--- src/mfmwd_pkg.sv ---
// ----------------------------------------------------------------------------
// MFM write interval decoder package
// Shared widths, codes, reset values and types.
// ----------------------------------------------------------------------------
package mfmwd_pkg;

	localparam int TS_W    = 16;
	localparam int ACC_W   = 16;
	localparam int CODE_W  = 2;
	localparam int CFG_IDX_W = 2;

	// register indexes
	localparam logic [CFG_IDX_W-1:0] CFG_MIN_INTERVAL = 2'd0;
	localparam logic [CFG_IDX_W-1:0] CFG_SHORT_LIMIT  = 2'd1;
	localparam logic [CFG_IDX_W-1:0] CFG_MEDIUM_LIMIT = 2'd2;
	localparam logic [CFG_IDX_W-1:0] CFG_LONG_LIMIT   = 2'd3;

	// reset values of the thresholds (timer ticks)
	localparam logic [TS_W-1:0] RST_MIN_INTERVAL = 16'd200;
	localparam logic [TS_W-1:0] RST_SHORT_LIMIT  = 16'd360;
	localparam logic [TS_W-1:0] RST_MEDIUM_LIMIT = 16'd504;
	localparam logic [TS_W-1:0] RST_LONG_LIMIT   = 16'd650;

	// request opcodes
	localparam logic OP_EDGE = 1'b0;
	localparam logic OP_GATE = 1'b1;

	// interval codes
	localparam logic [CODE_W-1:0] CODE_SKIP   = 2'd0;
	localparam logic [CODE_W-1:0] CODE_SHORT  = 2'd1;
	localparam logic [CODE_W-1:0] CODE_MEDIUM = 2'd2;
	localparam logic [CODE_W-1:0] CODE_LONG   = 2'd3;

	typedef struct packed {
		logic [TS_W-1:0] min_interval;
		logic [TS_W-1:0] short_limit;
		logic [TS_W-1:0] medium_limit;
		logic [TS_W-1:0] long_limit;
	} thresh_t;

	typedef struct packed {
		logic            op;
		logic [TS_W-1:0] timestamp;
	} item_t;

endpackage

--- src/mfmwd_in_if.sv ---
// ----------------------------------------------------------------------------
// MFM write interval decoder request channel
// Valid/ready channel carrying edge timestamps and gate starts.
// ----------------------------------------------------------------------------
interface mfmwd_in_if;
	import mfmwd_pkg::*;

	logic            valid;
	logic            ready;
	logic            op;
	logic [TS_W-1:0] timestamp;

	modport source (output valid, output op, output timestamp, input ready);
	modport sink   (input valid, input op, input timestamp, output ready);
endinterface

--- src/mfmwd_out_if.sv ---
// ----------------------------------------------------------------------------
// MFM write interval decoder result channel
// Valid/ready channel carrying packed interval codes.
// ----------------------------------------------------------------------------
interface mfmwd_out_if;
	import mfmwd_pkg::*;

	logic             valid;
	logic             ready;
	logic [ACC_W-1:0] packed_codes;

	modport source (output valid, output packed_codes, input ready);
	modport sink   (input valid, input packed_codes, output ready);
endinterface

--- src/mfmwd_classify.sv ---
// ----------------------------------------------------------------------------
// MFM interval classifier
// Maps one interval to a 2-bit code against four ordered thresholds.
// ----------------------------------------------------------------------------
module mfmwd_classify (
	input  logic [mfmwd_pkg::TS_W-1:0]   interval,
	input  mfmwd_pkg::thresh_t           thresh,
	output logic [mfmwd_pkg::CODE_W-1:0] code
);
	import mfmwd_pkg::*;

	// first matching test wins
	always_comb begin
		if (interval < thresh.min_interval) begin
			code = CODE_SKIP;
		end else if (interval < thresh.short_limit) begin
			code = CODE_SHORT;
		end else if (interval < thresh.medium_limit) begin
			code = CODE_MEDIUM;
		end else if (interval < thresh.long_limit) begin
			code = CODE_LONG;
		end else begin
			code = CODE_SKIP;
		end
	end
endmodule

--- src/mfmwd_pack.sv ---
// ----------------------------------------------------------------------------
// MFM code packer
// Holds the reference time and the code group, and the result register.
// ----------------------------------------------------------------------------
module mfmwd_pack #(
	parameter int GROUP_SIZE = 8
) (
	input  logic               clk,
	input  logic               arst_n,
	input  logic               valid_s1,
	input  mfmwd_pkg::item_t   item_s1,
	input  mfmwd_pkg::thresh_t thresh,
	output logic               advance,
	mfmwd_out_if.source        result
);
	import mfmwd_pkg::*;

	localparam int PosW = (GROUP_SIZE > 1) ? $clog2(GROUP_SIZE) : 1;
	localparam logic [PosW-1:0] LastPos = PosW'(GROUP_SIZE - 1);

	logic [TS_W-1:0]   last_time_q;
	logic [ACC_W-1:0]  acc_q;
	logic [PosW-1:0]   pos_q;
	logic [ACC_W-1:0]  res_q;
	logic              res_valid_q;

	logic [TS_W-1:0]   interval;
	logic [CODE_W-1:0] code;
	logic [ACC_W-1:0]  acc_next;
	logic              fire;
	logic              is_edge;
	logic              group_end;

	assign interval = item_s1.timestamp - last_time_q;   // wraps mod 2^16

	mfmwd_classify u_classify (
		.interval (interval),
		.thresh   (thresh),
		.code     (code)
	);

	assign advance   = !res_valid_q || result.ready;
	assign fire      = valid_s1 && advance;
	assign is_edge   = (item_s1.op == OP_EDGE);
	assign group_end = (pos_q == LastPos);
	assign acc_next  = (code != CODE_SKIP) ? {acc_q[ACC_W-CODE_W-1:0], code} : acc_q;

	always_ff @(posedge clk or negedge arst_n) begin
		if (!arst_n) begin
			last_time_q <= '0;
			acc_q       <= '0;
			pos_q       <= '0;
		end else if (fire) begin
			last_time_q <= item_s1.timestamp;
			if (is_edge) begin
				if (group_end) begin
					acc_q <= '0;
					pos_q <= '0;
				end else begin
					acc_q <= acc_next;
					pos_q <= pos_q + 1'b1;
				end
			end
		end
	end

	always_ff @(posedge clk or negedge arst_n) begin
		if (!arst_n) begin
			res_valid_q <= 1'b0;
		end else if (advance) begin
			res_valid_q <= fire && is_edge && group_end;
		end
	end

	always_ff @(posedge clk) begin
		if (fire && is_edge && group_end) begin
			res_q <= acc_next;
		end
	end

	assign result.valid        = res_valid_q;
	assign result.packed_codes = res_q;
endmodule

--- src/mfm_write_interval_decoder.sv ---
// ----------------------------------------------------------------------------
// MFM write interval decoder
// Turns write-data edge timestamps into packed 2-bit MFM interval codes.
// ----------------------------------------------------------------------------
//  channel | dir | handshake     | payload
//  item    | in  | valid/ready   | op (edge / gate start), timestamp[15:0]
//  result  | out | valid/ready   | packed_codes[15:0], one word per group
//  cfg     | in  | cfg_we        | cfg_index[1:0], cfg_data[15:0]
//
//  One request per cycle sustained while the result side is not stalled.
//  Stage 1 is the input register, the packer's result register is stage 2.
//  The interval subtract and four threshold compares sit between them.
//  Reset clears the reference time, code group and both valid flags and
//  restores the default thresholds; no clearing pass is needed.
//  A stalled result holds stage 1; item.ready drops only while both hold.
// ----------------------------------------------------------------------------
module mfm_write_interval_decoder #(
	parameter int GROUP_SIZE = 8
) (
	input  logic                             clk,
	input  logic                             arst_n,
	mfmwd_in_if.sink                         item,
	mfmwd_out_if.source                      result,
	input  logic                             cfg_we,
	input  logic [mfmwd_pkg::CFG_IDX_W-1:0]  cfg_index,
	input  logic [mfmwd_pkg::TS_W-1:0]       cfg_data
);
	import mfmwd_pkg::*;

	thresh_t thresh_q;
	item_t   item_s1;
	logic    valid_s1;
	logic    advance;

	// Threshold registers; the user must write them only while the decoder is idle, the block does not enforce it.
	always_ff @(posedge clk or negedge arst_n) begin
		if (!arst_n) begin
			thresh_q.min_interval <= RST_MIN_INTERVAL;
			thresh_q.short_limit  <= RST_SHORT_LIMIT;
			thresh_q.medium_limit <= RST_MEDIUM_LIMIT;
			thresh_q.long_limit   <= RST_LONG_LIMIT;
		end else if (cfg_we) begin
			case (cfg_index)
				CFG_MIN_INTERVAL: thresh_q.min_interval <= cfg_data;
				CFG_SHORT_LIMIT:  thresh_q.short_limit  <= cfg_data;
				CFG_MEDIUM_LIMIT: thresh_q.medium_limit <= cfg_data;
				CFG_LONG_LIMIT:   thresh_q.long_limit   <= cfg_data;
				default: ;
			endcase
		end
	end

	// Stage 1 is free when empty or when it moves on this cycle.
	assign item.ready = !valid_s1 || advance;

	always_ff @(posedge clk or negedge arst_n) begin
		if (!arst_n) begin
			valid_s1 <= 1'b0;
		end else if (item.ready) begin
			valid_s1 <= item.valid;
		end
	end

	always_ff @(posedge clk) begin
		if (item.valid && item.ready) begin
			item_s1.op        <= item.op;
			item_s1.timestamp <= item.timestamp;
		end
	end

	// Interval, classification, packing and the result register.
	mfmwd_pack #(
		.GROUP_SIZE (GROUP_SIZE)
	) u_pack (
		.clk      (clk),
		.arst_n   (arst_n),
		.valid_s1 (valid_s1),
		.item_s1  (item_s1),
		.thresh   (thresh_q),
		.advance  (advance),
		.result   (result)
	);
endmodule

--- src/flat_wrapper.sv ---
// flat-port wrapper written by rule: the top's interface ports become plain ports
module mfm_write_interval_decoder_flat import mfmwd_pkg::*;
#(
	parameter int GROUP_SIZE = 8
)
  (clk, arst_n, cfg_we, cfg_index, cfg_data, item_valid, item_op, item_timestamp, item_ready, result_valid, result_packed_codes, result_ready);
  mfmwd_in_if item_i ();
  mfmwd_out_if result_i ();
  input  logic clk;
  input  logic arst_n;
  input  logic cfg_we;
  input  logic [mfmwd_pkg::CFG_IDX_W-1:0] cfg_index;
  input  logic [mfmwd_pkg::TS_W-1:0] cfg_data;
  input wire logic [$bits(item_i.valid)-1:0] item_valid;
  input wire logic [$bits(item_i.op)-1:0] item_op;
  input wire logic [$bits(item_i.timestamp)-1:0] item_timestamp;
  output wire logic [$bits(item_i.ready)-1:0] item_ready;
  output wire logic [$bits(result_i.valid)-1:0] result_valid;
  output wire logic [$bits(result_i.packed_codes)-1:0] result_packed_codes;
  input wire logic [$bits(result_i.ready)-1:0] result_ready;
  assign item_i.valid = item_valid;
  assign item_i.op = item_op;
  assign item_i.timestamp = item_timestamp;
  assign item_ready = item_i.ready;
  assign result_valid = result_i.valid;
  assign result_packed_codes = result_i.packed_codes;
  assign result_i.ready = result_ready;
  mfm_write_interval_decoder #(.GROUP_SIZE(GROUP_SIZE)) u_core (.clk(clk), .arst_n(arst_n), .item(item_i), .result(result_i), .cfg_we(cfg_we), .cfg_index(cfg_index), .cfg_data(cfg_data));
endmodule
--- config.mk ---
export PLATFORM = sky130hd
export DESIGN_NAME = mfm_write_interval_decoder_flat
export DESIGN_NICKNAME = d
export VERILOG_FILES = /design/src/mfmwd_pkg.sv /design/src/mfmwd_in_if.sv /design/src/mfmwd_out_if.sv /design/src/mfmwd_classify.sv /design/src/mfmwd_pack.sv /design/src/mfm_write_interval_decoder.sv /design/src/flat_wrapper.sv
export SDC_FILE = /design/constraint.sdc
export NUM_CORES = 1
export LEC_CHECK = 0
export ABC_AREA = 0
export ABC_CLOCK_PERIOD_IN_PS = 5100
export BUFFER_PORTS_ARGS = -buffer_cell sky130_fd_sc_hd__buf_2
export CAP_MARGIN = 20
export CORE_UTILIZATION = 55
export DETAILED_ROUTE_END_ITERATION = 16
export GPL_TIMING_DRIVEN = 0
export PLACE_DENSITY = 0.74
export SLEW_MARGIN = 40
export SYNTH_ARGS = -nofsm -noshare
export SYNTH_HDL_FRONTEND = slang
export SYNTH_HIERARCHICAL = 1
export SYNTH_SLANG_ARGS = --single-unit
--- constraint.sdc ---
create_clock -name clk -period 5.1 [get_ports clk]
set_input_delay 0.255 -clock clk [delete_from_list [all_inputs] [get_ports clk]]
set_output_delay 0.255 -clock clk [all_outputs]
set_load 0.03 [all_outputs]
### After elaboration in Yosys (flattened, before gate mapping)

Cells that the tools add are included.

| storage, ports and cells | value |
|---|---|
| register bits after elaboration | 134 |
| bits of input ports | 40 |
| output and inout bits | 18 |
| logic and storage cells | 45 |

| cells by class | value |
|---|---|
| $add $sub $neg | 2 |
| $lt $le $gt $ge | 4 |
| equality and inequality tests | 4 |
| multiplexer cells | 7 |
| bitwise logic cells | 1 |
| reductions and logical operators | 15 |

Operators with widths:

| cell | number |
|---|---|
| 16-bit < comparator | 4 |
| 16-bit 2-to-1 mux | 2 |
| 16-bit subtractor | 1 |
| 2-bit AND reduction | 5 |
| 2-bit 2-to-1 mux | 4 |
| 2-bit equality test, second input constant | 2 |
| 1-bit logical AND | 4 |
| 3-bit by 1-bit adder with 3-bit output, second input constant | 1 |
| 3-bit equality test, second input constant | 1 |
| 3-bit 2-to-1 mux | 1 |
| 2-bit by 1-bit equality test with 1-bit output, second input constant | 1 |
| 1-bit zero test | 2 |
| 2-bit zero test | 1 |
| 1-bit logical OR | 2 |
| 2-bit nonzero test | 1 |
| 1-bit inverter | 1 |

### Longest topological paths before layout

| logic depth | value |
|---|---|
| depth in word-level cells | 9 |
| mapped depth | 20 |
| depth with buffers taken out | 19 |

### Hierarchy

The synthesis kept the hierarchy.

Modules (own cells, without submodules):

| module | times used | cells an instance | area each (um^2) | seq. area each (um^2) |
|---|---|---|---|---|
| mfm_write_interval_decoder | 1 | 157 | 2986.6 | 2158.3 |
| mfmwd_pack | 1 | 288 | 2952.8 | 1381.3 |
| mfmwd_classify | 1 | 213 | 1552.7 | 0.0 |

### Least setup slack after synthesis

Ideal clock, no wire load.

| path | value |
|---|---|
| path kind | reg2reg |
| start | reg u_core.u_pack.last_time_q[0] |
| end | reg u_core.u_pack.res_q[10], in the netlist u_core/u_pack/result.packed_codes[10] (data pin) |
| setup time | 0.267 ns |
| data arrival time | 4.129 ns |
| required time | 4.833 ns |
| setup slack | 0.703 ns |
| stages on the path, launching flop included | 18 |
| buffers on the path | 1 |
| clock period less this slack | 4.397 ns |
| cell sequence | dfrtp_1 ha_1 fa_1 nor2b_4 o2111ai_1 a21oi_1 nor2_1 o311ai_1 ha_1 nand4_1 or4_1 nor4_1 a2111o_1 nand2_1 and3_1 nor2_1 buf_4 mux2_1 |

| between the ends | value |
|---|---|
| cells in the longest elaborated chain, start to end | 8 |
| elaborated cells on any way between the ends | 11 |
| those cells by class | add/sub: 1; order compare: 4; mux: 5; reduce/logical: 1 |

RTL lines:

| element | RTL line | RTL |
|---|---|---|
| from (decl) | mfmwd_pack.sv:21 | `logic [TS_W-1:0] last_time_q;` |
| from (signal assigned) | mfmwd_pack.sv:54 | `last_time_q <= item_s1.timestamp;` |
| 16-bit subtractor (*) | mfmwd_pack.sv:34 | `assign interval = item_s1.timestamp - last_time_q;` |
| named net u_core.u_pack.interval[12] | mfmwd_pack.sv:27 | `logic [TS_W-1:0] interval;` |
| 16-bit < comparator | mfmwd_classify.sv:20 | `end else if (interval < thresh.long_limit) begin` |
| 2-bit 2-to-1 mux | mfmwd_classify.sv:20 |  |
| 2-bit 2-to-1 mux | mfmwd_classify.sv:18 | `end else if (interval < thresh.medium_limit) begin` |
| 2-bit 2-to-1 mux | mfmwd_classify.sv:16 | `end else if (interval < thresh.short_limit) begin` |
| 2-bit 2-to-1 mux (*) | mfmwd_classify.sv:14 | `if (interval < thresh.min_interval) begin` |
| named net u_core.u_pack.code[1] | mfmwd_pack.sv:28 | `logic [CODE_W-1:0] code;` |
| 2-bit nonzero test (*) | mfmwd_pack.sv:46 | `assign acc_next = (code != CODE_SKIP) ? {acc_q[ACC_W-CODE_W-1:0], code} : acc_q;` |
| 16-bit 2-to-1 mux (*) | mfmwd_pack.sv:46 |  |
| named net u_core.u_pack.acc_next[10] | mfmwd_pack.sv:29 | `logic [ACC_W-1:0] acc_next;` |
| to (signal assigned) | mfmwd_pack.sv:77 | `res_q <= acc_next;` |
| to (decl) | mfmwd_pack.sv:24 | `logic [ACC_W-1:0] res_q;` |

The timed path passes the listed nets; every way through them passes the cells marked *.
A chain may end at the register's enable or synchronous reset.

### Final worst setup path

| path | value |
|---|---|
| start | reg u_core/item_s1[0] (netlist name) |
| end | reg u_core.u_pack.acc_q[13] |

| between the ends | value |
|---|---|
| cells in the longest elaborated chain, start to end | 9 |
| elaborated cells on any way between the ends | 12 |
| those cells by class | add/sub: 1; order compare: 4; mux: 6; reduce/logical: 1 |

RTL lines:

| element | RTL line | RTL |
|---|---|---|
| 16-bit subtractor (*) | mfmwd_pack.sv:34 |  |
| named net u_core.u_pack.interval[12] | mfmwd_pack.sv:27 |  |
| 16-bit < comparator | mfmwd_classify.sv:20 |  |
| 2-bit 2-to-1 mux | mfmwd_classify.sv:20 |  |
| 2-bit 2-to-1 mux | mfmwd_classify.sv:18 |  |
| 2-bit 2-to-1 mux | mfmwd_classify.sv:16 |  |
| 2-bit 2-to-1 mux (*) | mfmwd_classify.sv:14 |  |
| named net u_core.u_pack.code[1] | mfmwd_pack.sv:28 |  |
| 2-bit nonzero test (*) | mfmwd_pack.sv:46 |  |
| 16-bit 2-to-1 mux (*) | mfmwd_pack.sv:46 |  |
| named net u_core.u_pack.acc_next[13] | mfmwd_pack.sv:29 |  |
| 16-bit 2-to-1 mux (*) | mfmwd_pack.sv:56 | `if (group_end) begin` |
| to (signal assigned) | mfmwd_pack.sv:60 | `acc_q <= acc_next;` |
| to (decl) | mfmwd_pack.sv:22 | `logic [ACC_W-1:0] acc_q;` |

Marked as above.

==> flow_metrics.env <==
export IMPL_status="complete, no violations"
export IMPL_post_route_util=0.667
export IMPL_synthTopCellsByArea="dfrtp_1, edfxtp_1, ha_1, mux2_2, dfstp_2"
export IMPL_crit_path_start_kind="flop"
export IMPL_drv_slew=0
export IMPL_vdd_drop_max_v=0.000317
export IMPL_ys_warnings_count=6
export IMPL_rows=42
export IMPL_antenna_found_initial=0
export IMPL_timing_final_crit_period_ns=4.85
export IMPL_gp_congestion=0.837
export IMPL_nets=871
export IMPL_worstMarginPinSlew_ns=0.592
export IMPL_cts_tree="done"
export IMPL_stdcell_count=942
export IMPL_synth_nets=776
export IMPL_critPathBufInv=2
export IMPL_viasPerCell=5.51
export IMPL_insertedDiodeCount=0
export IMPL_synth_top_area_frac=0.281
export IMPL_die_h_um=119
export IMPL_seq_area_frac_synth=0.472
export IMPL_path_class="reg2reg"
export IMPL_clock_sinks=134
export IMPL_clock_skew_ns=0.0115
export IMPL_dp_cells=892
export IMPL_crit_start="u_core/item_s1[0]"
export IMPL_cap_violations=0
export IMPL_tns_ns=0
export IMPL_yosysTopAreaCell="dfrtp_1"
export IMPL_cts_inserted_buffers=17
export IMPL_wirelength_mm=15.5
export IMPL_synth_area_sq_um=7490
export IMPL_portBuffers=57
export IMPL_finalSetupViolCount=0
export IMPL_routedWlPerCell_um=16.4
export IMPL_crit_slowest_cell="or4_1"
export IMPL_cts_reportedPaths_clkPinSlew_ns=0.06
export IMPL_root_buffer="clkbuf_16"
export IMPL_hold_violations=0
export IMPL_p_total_uw=4120
export IMPL_yosys_most_used_dff="dfrtp_1"
export IMPL_grt_pass1_vias=5294
export IMPL_synth_edff_count=33
export IMPL_hold_path_class="in2reg"
export IMPL_grt_pass1_wl_mm=25.8
export IMPL_dpl_cell_area_sq_um=8040
export IMPL_netlist_instances=658
export IMPL_min_path_cells=2
export IMPL_r2r_cells=20
export IMPL_hold_path_startpoint="item_valid"
export IMPL_ioPinCount=58
export IMPL_ant_nets=0
export IMPL_cp_end_kind="flop"
export IMPL_core_area_sq_um=13200
export IMPL_cp_depth=20
export IMPL_grt_start_max_net_pins=59
export IMPL_rsz0062_at_grt="false"
export IMPL_crit_family="simple AND/OR/NAND/NOR gates"
export IMPL_crit_required_ns=5.39
export IMPL_critical_path_max_fanout=10
export IMPL_clkLatencyLatePin_ns=0.43
export IMPL_die_area_sq_um=14100
export IMPL_p_leak_uw=0.00414
export IMPL_first_pass_iters=5
export IMPL_ys_ff_latch=134
export IMPL_synth_common_cells="inv_1, dfrtp_1, ha_1"
export IMPL_area_growth_pct=17.9
export IMPL_grt_usage=0.238
export IMPL_r2r_start="u_core/item_s1[0]"
export IMPL_post_cts_buffers=0
export IMPL_drt_first_iter_violations=258
export IMPL_yosys_cell_count_top_type="inv_1"
export IMPL_power_density_nw_per_um2=467
export IMPL_fill_cells=1013
export IMPL_stdcell_area_sq_um=8830
export IMPL_final_layout_size_suffix_gt1_frac=0.265
export IMPL_die_x_um=119
export IMPL_synthDistinctLibCells=63
export IMPL_route_detailed_drc=0
export IMPL_period_share=0.952
export IMPL_worstPathArrival_ns=5.15
export IMPL_crit_chain="inv_1 > ha_1 > fa_1 > nor2b_4 > o2111ai_1 > a21oi_2 > nor2_1 > o311ai_2 > ha_1 > nand4_1 > or4_1 > nor4_2 > a2111o_1 > nand2_1 > and3_1 > nor2_4 > buf_4 > mux2_1 > nand2_1 > o21ai_1"
export IMPL_dr_total_vias=5195
export IMPL_ys_async_sr_fraction=0.754
export IMPL_overflow=0
export IMPL_maxSlewHeadroom=0.603
export IMPL_initial_core_util=0.566
export IMPL_clk_path_buf_depth=2
export IMPL_synth_avg_cell_area_sq_um=11.4
export IMPL_dp_hpwl_mm=11.2
export IMPL_cpPeakStageDelay_ns=0.60
export IMPL_fmax_mhz=206
export IMPL_h_tree_depth=4
==> through the flow <==
| stage | worst slack, ns | hold WS (ns) |
|---|---|---|
| global route | 0.0330 | 0.0409 |
| CTS | 0.0276 | 0.0253 |
| detailed placement | -0.386 | 0.169 |
| floorplan | 0.703 | -0.0406 |
| finish | 0.246 | 0.0466 |
| global placement | -0.249 | 0.432 |
==> routing by layer <==
layer  GRT usage  vias up  wire length, um
met5           0        -                0
met4       0.104        0              404
met3      0.0507       30              580
met2       0.394      120             7650
met1       0.299     2528             6850
li1            -     2517                -
==> cell usage in the layout (no fill, tap or decap), types with 7 or more instances in the layout <==
cell,netlist,layout
buf_2,7,63
edfxtp_1,33,33
nand3_1,8,7
ha_1,77,77
nand2b_1,14,14
a21o_1,9,9
dfstp_2,17,17
dlygate4sd3_1,0,18
o21ai_0,8,8
dfrtp_1,84,84
nor2_1,19,17
inv_1,87,87
nand2_1,53,53
clkbuf_16,0,17
a21oi_1,32,31
o21ai_1,21,21
mux2_2,64,64
nor3_1,8,8
mux2_1,30,30
==> cells by family (layout without fill, tap and decap cells) <==
| logic type | count (synthesis) | in the layout | synth area share |
|---|---|---|---|
| AOI/OAI and AO/OA | 107 | 107 | 0.0949 |
| buffers and inverters | 101 | 209 | 0.0551 |
| xor gates and xnor gates | 10 | 10 | 0.0117 |
| DFF | 134 | 134 | 0.472 |
| adders and majority gates | 78 | 78 | 0.131 |
| and+or+nand+nor | 134 | 134 | 0.0934 |
| muxes | 94 | 94 | 0.141 |
==> power breakdown <==
| part | internal, uW | switching, uW | total (uW) |
|---|---|---|---|
| sequential | 1330 | 111 | 1440 |
| combinational | 662 | 858 | 1520 |
| clock | 661 | 494 | 1160 |
==> worst paths after layout <==
| check | endpoint | slack, ns |
|---|---|---|
| min | u_core/valid_s1 | 0.05 |
| max in group asynchronous | u_core/u_pack/last_time_q[15] | 4.20 |
| max | u_core/u_pack/acc_q[13] | 0.25 |
| min reg2reg | u_core/u_pack/acc_q[15] | 0.49 |
| min in group asynchronous | u_core/thresh_q[57] | 0.31 |
| max reg2reg | u_core/u_pack/acc_q[13] | 0.25 |
==> what timing repair did <==
action                                  4_1_cts  5_1_grt
gates resized for setup                       4        4
hold endpoints to repair                     43        0
pin swaps                                     0        1
endpoints found under the setup margin       28       21
hold buffers                                 18        0
==> flip-flops by register name, summed over array words and instances (netlist names) <==
signal and cells:
u_core/item_s1 17, u_core/u_pack/acc_q 16, u_core/u_pack/last_time_q 16, u_core/u_pack/result.packed_codes 16, u_core/valid_s1 1, u_core/thresh_q 64
u_core/u_pack/result.valid 1, u_core/u_pack/pos_q 3
==> cell type report <==
type | instances | area (sq um) | area share
plain buffers | 14 | 86.3 | 0.00978
clock inverters | 13 | 111 | 0.0126
repair buffers | 76 | 503 | 0.0570
multi-input cells | 423 | 3590 | 0.407
clock buffers | 19 | 453 | 0.0513
inverters | 87 | 327 | 0.0370
well taps | 176 | 220 | 0.0249
flip-flops and latches | 134 | 3540 | 0.401
No activity file was read; power rests on OpenSTA's default activity.
